===== src/hw/rtl/isort_pkg.sv =====
// shared types and constants for the insertion sorter
package isort_pkg;

    localparam int MAX_COUNT  = 64;
    localparam int DATA_WIDTH = 32;
    localparam int CNT_W      = $clog2(MAX_COUNT + 1);

    typedef logic signed [DATA_WIDTH-1:0] t_data;
    typedef logic [CNT_W-1:0]             t_cnt;

    // per-cycle command broadcast to every cell
    typedef struct packed {
        logic ins;    // insert the broadcast key
        logic shift;  // move contents one place toward cell 0
    } t_cell_ctl;

endpackage


===== src/hw/rtl/isort_cell.sv =====
// one cell of the sorting chain: holds one entry, trades with its neighbors
module isort_cell (
    input  logic               i_clk,
    input  isort_pkg::t_cell_ctl i_ctl,
    input  isort_pkg::t_data   i_key,
    input  logic               i_occ,
    input  logic               i_prev_move,
    input  isort_pkg::t_data   i_prev_data,
    input  isort_pkg::t_data   i_next_data,
    output logic               o_move,
    output isort_pkg::t_data   o_data
);
    import isort_pkg::*;

    t_data r_data;
    logic  ge;
    logic  take;

    // entries >= key move up one place; empty cells always accept
    assign ge     = (r_data >= i_key);
    assign o_move = i_occ && ge;
    assign take   = !i_occ || ge;
    assign o_data = r_data;

    always_ff @(posedge i_clk) begin
        if (i_ctl.ins && take) begin
            r_data <= i_prev_move ? i_prev_data : i_key;
        end else if (i_ctl.shift) begin
            r_data <= i_next_data;
        end
    end

endmodule


===== config.mk =====
export PLATFORM = sky130hd
export DESIGN_NAME = isort_cell
export DESIGN_NICKNAME = d
export VERILOG_FILES = /design/src/hw/rtl/isort_pkg.sv /design/src/hw/rtl/isort_cell.sv
export SDC_FILE = /design/constraint.sdc
export NUM_CORES = 1
export LEC_CHECK = 0
export ABC_AREA = 1
export BUFFER_PORTS_ARGS = -buffer_cell sky130_fd_sc_hd__clkbuf_2
export CAP_MARGIN = 20
export CORE_MARGIN = 2
export CORE_UTILIZATION = 39
export DETAILED_ROUTE_END_ITERATION = 6
export PLACE_DENSITY_LB_ADDON = 0.12
export SLEW_MARGIN = 10
export SYNTH_ARGS = -nofsm -noshare
export SYNTH_HDL_FRONTEND = slang
export SYNTH_SLANG_ARGS = --single-unit
export TNS_END_PERCENT = 30

===== constraint.sdc =====
create_clock -name i_clk -period 3.76 [get_ports i_clk]
set_clock_uncertainty 0.2 [all_clocks]
set_input_delay 0.752 -clock i_clk [delete_from_list [all_inputs] [get_ports i_clk]]
set_output_delay 0.752 -clock i_clk [all_outputs]
set_load 0.01 [all_outputs]

---- Yosys cells after proc, flatten, opt, wreduce, memory -nomap -nowiden ----
Index checks and enable logic that the tools add are counted.
operators by class
  reductions and logical operators ........ 5
  muxes and demuxes ....................... 3
  bitwise logic cells ..................... 0
  div/mod/pow operators ................... 0
  shift operators ......................... 0
  magnitude comparators ................... 1
  equal/unequal tests ..................... 0
  add/subtract/negate cells ............... 0
  $mul .................................... 0
operator list
  cell                                number
  32-bit 2-to-1 mux                   3
  32-bit greater-or-equal comparator  1
  1-bit logical AND                   2
  2-bit nonzero test                  1
  1-bit zero test                     1
  1-bit logical OR                    1
word-level totals
  register bits after elaboration ......... 32
  latch bits .............................. 0
  output and inout bits ................... 33
  ROM bits ................................ 0
  memories kept ........................... 0
  input bits .............................. 101
  bits in writable memories ............... 0

---- Depth between registers and ports, before layout ----
  depth in word-level cells ............... 4
  depth in mapped cells ................... 19
  gate-level depth less buffers ........... 18

---- Worst setup path after synthesis ----
OpenSTA, ideal clock, no wires.
  path type ............................... in2reg
  from .................................... input port i_key[31]
  to ...................................... register r_data[0] (netlist: o_data[0]) (enable)
  path slack .............................. 0.374 ns
  data arrival time ....................... 2.796 ns
  cell stages on the path ................. 13
  path buffers ............................ 1
  data required time ...................... 3.171 ns
  cell sequence ........................... inv_1 ha_1 nand2_1 nor2_2 nand2_2 nor4_4 nand2_1 nand2_1 nand2_1 nand4_4 nand2_4 buf_6 nand2_1
on the way
  word-level cells in the longest chain between the ends .. 4
RTL lines
  element                             RTL line          source
  start: declaration                  isort_cell.sv:5   input isort_pkg::t_data i_key,
  32-bit greater-or-equal comparator  isort_cell.sv:20  assign ge = (r_data >= i_key);
  1-bit logical OR                    isort_cell.sv:22  assign take = !i_occ || ge;
  1-bit logical AND                   isort_cell.sv:26  if (i_ctl.ins && take) begin
  2-bit nonzero test (no line)        --
  end signal: assignment              isort_cell.sv:27  r_data <= i_prev_move ? i_prev_data : i_key;
  end signal: assignment              isort_cell.sv:29  r_data <= i_next_data;
  end: declaration                    isort_cell.sv:15  t_data r_data;
Every way passes these cells.
A chain may end at the register's enable or synchronous reset.

---- Worst setup path after layout ----
  from .................................... input port i_key[31]
  to ...................................... output port o_move
on the way
  word-level cells in the longest chain between the ends .. 2
RTL lines
  element                             RTL line          source
  32-bit greater-or-equal comparator  isort_cell.sv:20
  1-bit logical AND                   isort_cell.sv:21  assign o_move = i_occ && ge;
  end: declaration                    isort_cell.sv:10  output logic o_move,
Every way passes these cells.

==> impl_results.md <==
* Fillers at 707
* Post-synthesis mux area share at 0.004208
* HPWL after DPL at 5.405 mm
* Flops & latches, synth at 32
* Num rows at 30
* Worst-Skew Late Latency at 0.28 ns
* Final hold viol count at 0
* Post-CTS sizing at 0
* Final Critical Period at 3.243 ns
* Worst Path Max Fanout at 4
* GP Congestion at 0.8087
* Simple-Gate Fraction of Synth Area at 0.2931
* Number of flip-flops in the largest register at 32
* Critical Path Max Stage Delay at 0.32 ns
* Count of cell types in the netlist at 22
* GRT Overall Usage at 0.1868
* Initial core utilization at 0.3983
* R2r startpoint: o_data[31]$_DFFE_PP_
* DR vias/cell at 4.792
* Synth Instances at 357
* Placed Area at 3390 um^2
* # diodes at 0
* Post-synthesis cell area at 2676 um^2
* Crit end category: primary output
* Drc violations at 0
* Reg clk slew, reported paths at 0.07 ns
* Synth Area in XOR/XNOR at 0
* IR drop worst, VDD at 0.0001356 V
* Worst path cell trace: clkbuf_2 > inv_1 > ha_1 > nand2_1 > nor2_2 > nand2_2 > nor4_4 > nand2_1 > nand2_1 > nand2_1 > a31oi_1 > clkbuf_2
* PwrDens at 348.2 nW/um^2
* I/O pin count at 134
* Clk sink count at 32
* Initial antenna violation count at 0
* Final setup vio count at 0
* Largest family of logic cells by synthesized area: simple AND/OR/NAND/NOR gates
* Kind of critical path: in2out
* Drt total wl at 7.002 mm
* CTS Buffer Depth at 2
* Unrepaired setup endpoints after global routing: false
* Port Buffers at 133
* Area grow syn2layout at 29.50%
* Final period util at 0.8624
* Syn Nets at 490
* Status: finished clean
* Crit path arrival time at 2.29 ns
* Post-synthesis sequential area ratio at 0.3590
* Crit path from: i_key[31]
* H-tree depth at 2
* Setup TNS at 0 ns
* Number of global-route vias before repair at 2478
* Inserted Clock Buffers at 5
* DR WL/cell at 12.37 um
* Startpoint Class: input port
* Die area at 7541 um^2
* Slew headroom at 0.6455
* Post-route ant nets at 0
* Post-Syn Area per Cell at 7.497 um^2
* Die Ht at 86.84 um
* Clock root buffer: clkbuf_8
* F_max at 308.4 MHz
* # Max-Cap Violations at 0
* Global-route wire length before repair at 11.05 mm
* GR Overflow Total at 0
* Final Max Tran Viols at 0
* Adder-cell share of the synthesized area at 0.1496
* Die width at 86.84 um
* Final Instance Area at 3466 um^2
* Hold path start: i_next_data[4]
* Pin count of the biggest net entering global routing at 35
* CP bufs+invs at 3
* Static leakage at 1.985 nW
* CP top delay family: simple AND/OR/NAND/NOR gates
* Worst-Margin Slew at 0.5317 ns
* Synth Area in Compound Gates at 0.09864
* Synth Warn # at 0
* Ratio of cells with drive above 1 in the final layout at 0.3107
* DRT Pass-1 Iters at 4
* CTS hold repair buffers at 0
* Post-CTS Setup Repair Bufs at 0
* CP most frequent cell: nand2_1
* Vias after detailed routing at 2712
* HP Class: in2reg
* Slowest CP cell: ha_1
* Total core area at 6719 um^2
* Initial DRC Count at 91
* Layout Nets at 619
* CTS tree: done
* Required time worst endpoint at 2.81 ns
-- final cells by class --
cell class,instances,area [um^2],area share
Multi-Input combinational cell,266,1460,0.4213
Sequential cell,32,960.9,0.2773
Timing Repair Buffer,139,710.7,0.2051
Inverter,42,157.7,0.04549
Tap cell,80,100.1,0.02888
Clock buffer,5,68.82,0.01986
Clock inverter,2,7.507,0.002166
-- where the power goes --
| part | switching, W | internal, W | leakage (nW) | total [W] |
|---|---|---|---|---|
| clock network | 0.000125 | 0.000122 | 0.0391 | 0.000248 |
| registers | 0.0000330 | 0.000469 | 0.329 | 0.000502 |
| logic | 0.000268 | 0.000189 | 1.62 | 0.000457 |
| total | 0.000427 | 0.000780 | 1.98 | 0.00121 |
-- metal layers --
metal / wire length [um] / track usage
met1: 3122 / 0.2433
met2: 3304 / 0.3158
met3: 533 / 0.04667
met4: 42 / 0.03409
met5: 0 / 0
-- worst min-delay path: cells and delay by family --
family,cells,cell delay [ns]
buffers and inverters,1,0.07
AND/OR/NAND/NOR,2,0.08
-- cell usage after synthesis (all sizes together) --
cell type	count	area [um^2]
a21oi	14	70.07
nor2	9	36.29
o21a	2	15.01
ha	32	400.4
edfxtp	32	960.9
a31oi	1	6.260
inv	42	157.7
o21ai	33	165.2
buf	6	56.30
clkbuf	11	41.29
nand3	35	180.2
nand2	134	513.0
mux2	1	11.26
nor4	1	21.27
nand4	3	33.78
a21o	1	7.510
-- cell usage in the layout, fill, tap and decap left out, types with 2 or more instances in the layout --
cell type and n:
buf_4 6, a21oi_1 14, o21a_1 2, clkbuf_8 5, clkinv_1 2, clkbuf_2 133, ha_1 32, inv_1 42
nand4_1 2, o21ai_0 33, nand3_1 34, edfxtp_1 32, nor2_1 8, nand2_1 132
-- cells by family (layout without fill, tap and decap cells) --
group,count (synthesis),count (layout)
compound gates,51,51
fa+ha+maj,32,32
buf+inv,59,188
flops,32,32
mux,1,1
simple gates,182,182
-- path summary, 6_finish.rpt --
check / to / slack, ns / depth (start not counted)
max: o_move / 0.52 / 12
min: o_data[4]$_DFFE_PP_ / 0.53 / 3
max reg2reg: o_data[17]$_DFFE_PP_ / 1.07 / 12
min reg2reg: o_data[31]$_DFFE_PP_ / 0.98 / 6
-- stage by stage --
stage	setup slack, ns	util	total power, W	instances	hold WS (ns)
floorplan	0.3742	-	0.0008023	357	0.7306
global placement	0.5563	0.5045	0.0009690	559	0.8190
detailed placement	0.5102	0.5045	0.0009732	559	0.8197
CTS	0.4937	0.5158	0.001229	566	0.5193
global route	0.3077	0.5158	0.001304	566	0.5321
finish	0.5173	0.5158	0.001207	566	0.5303
Power figures use the tool's default switching activity.
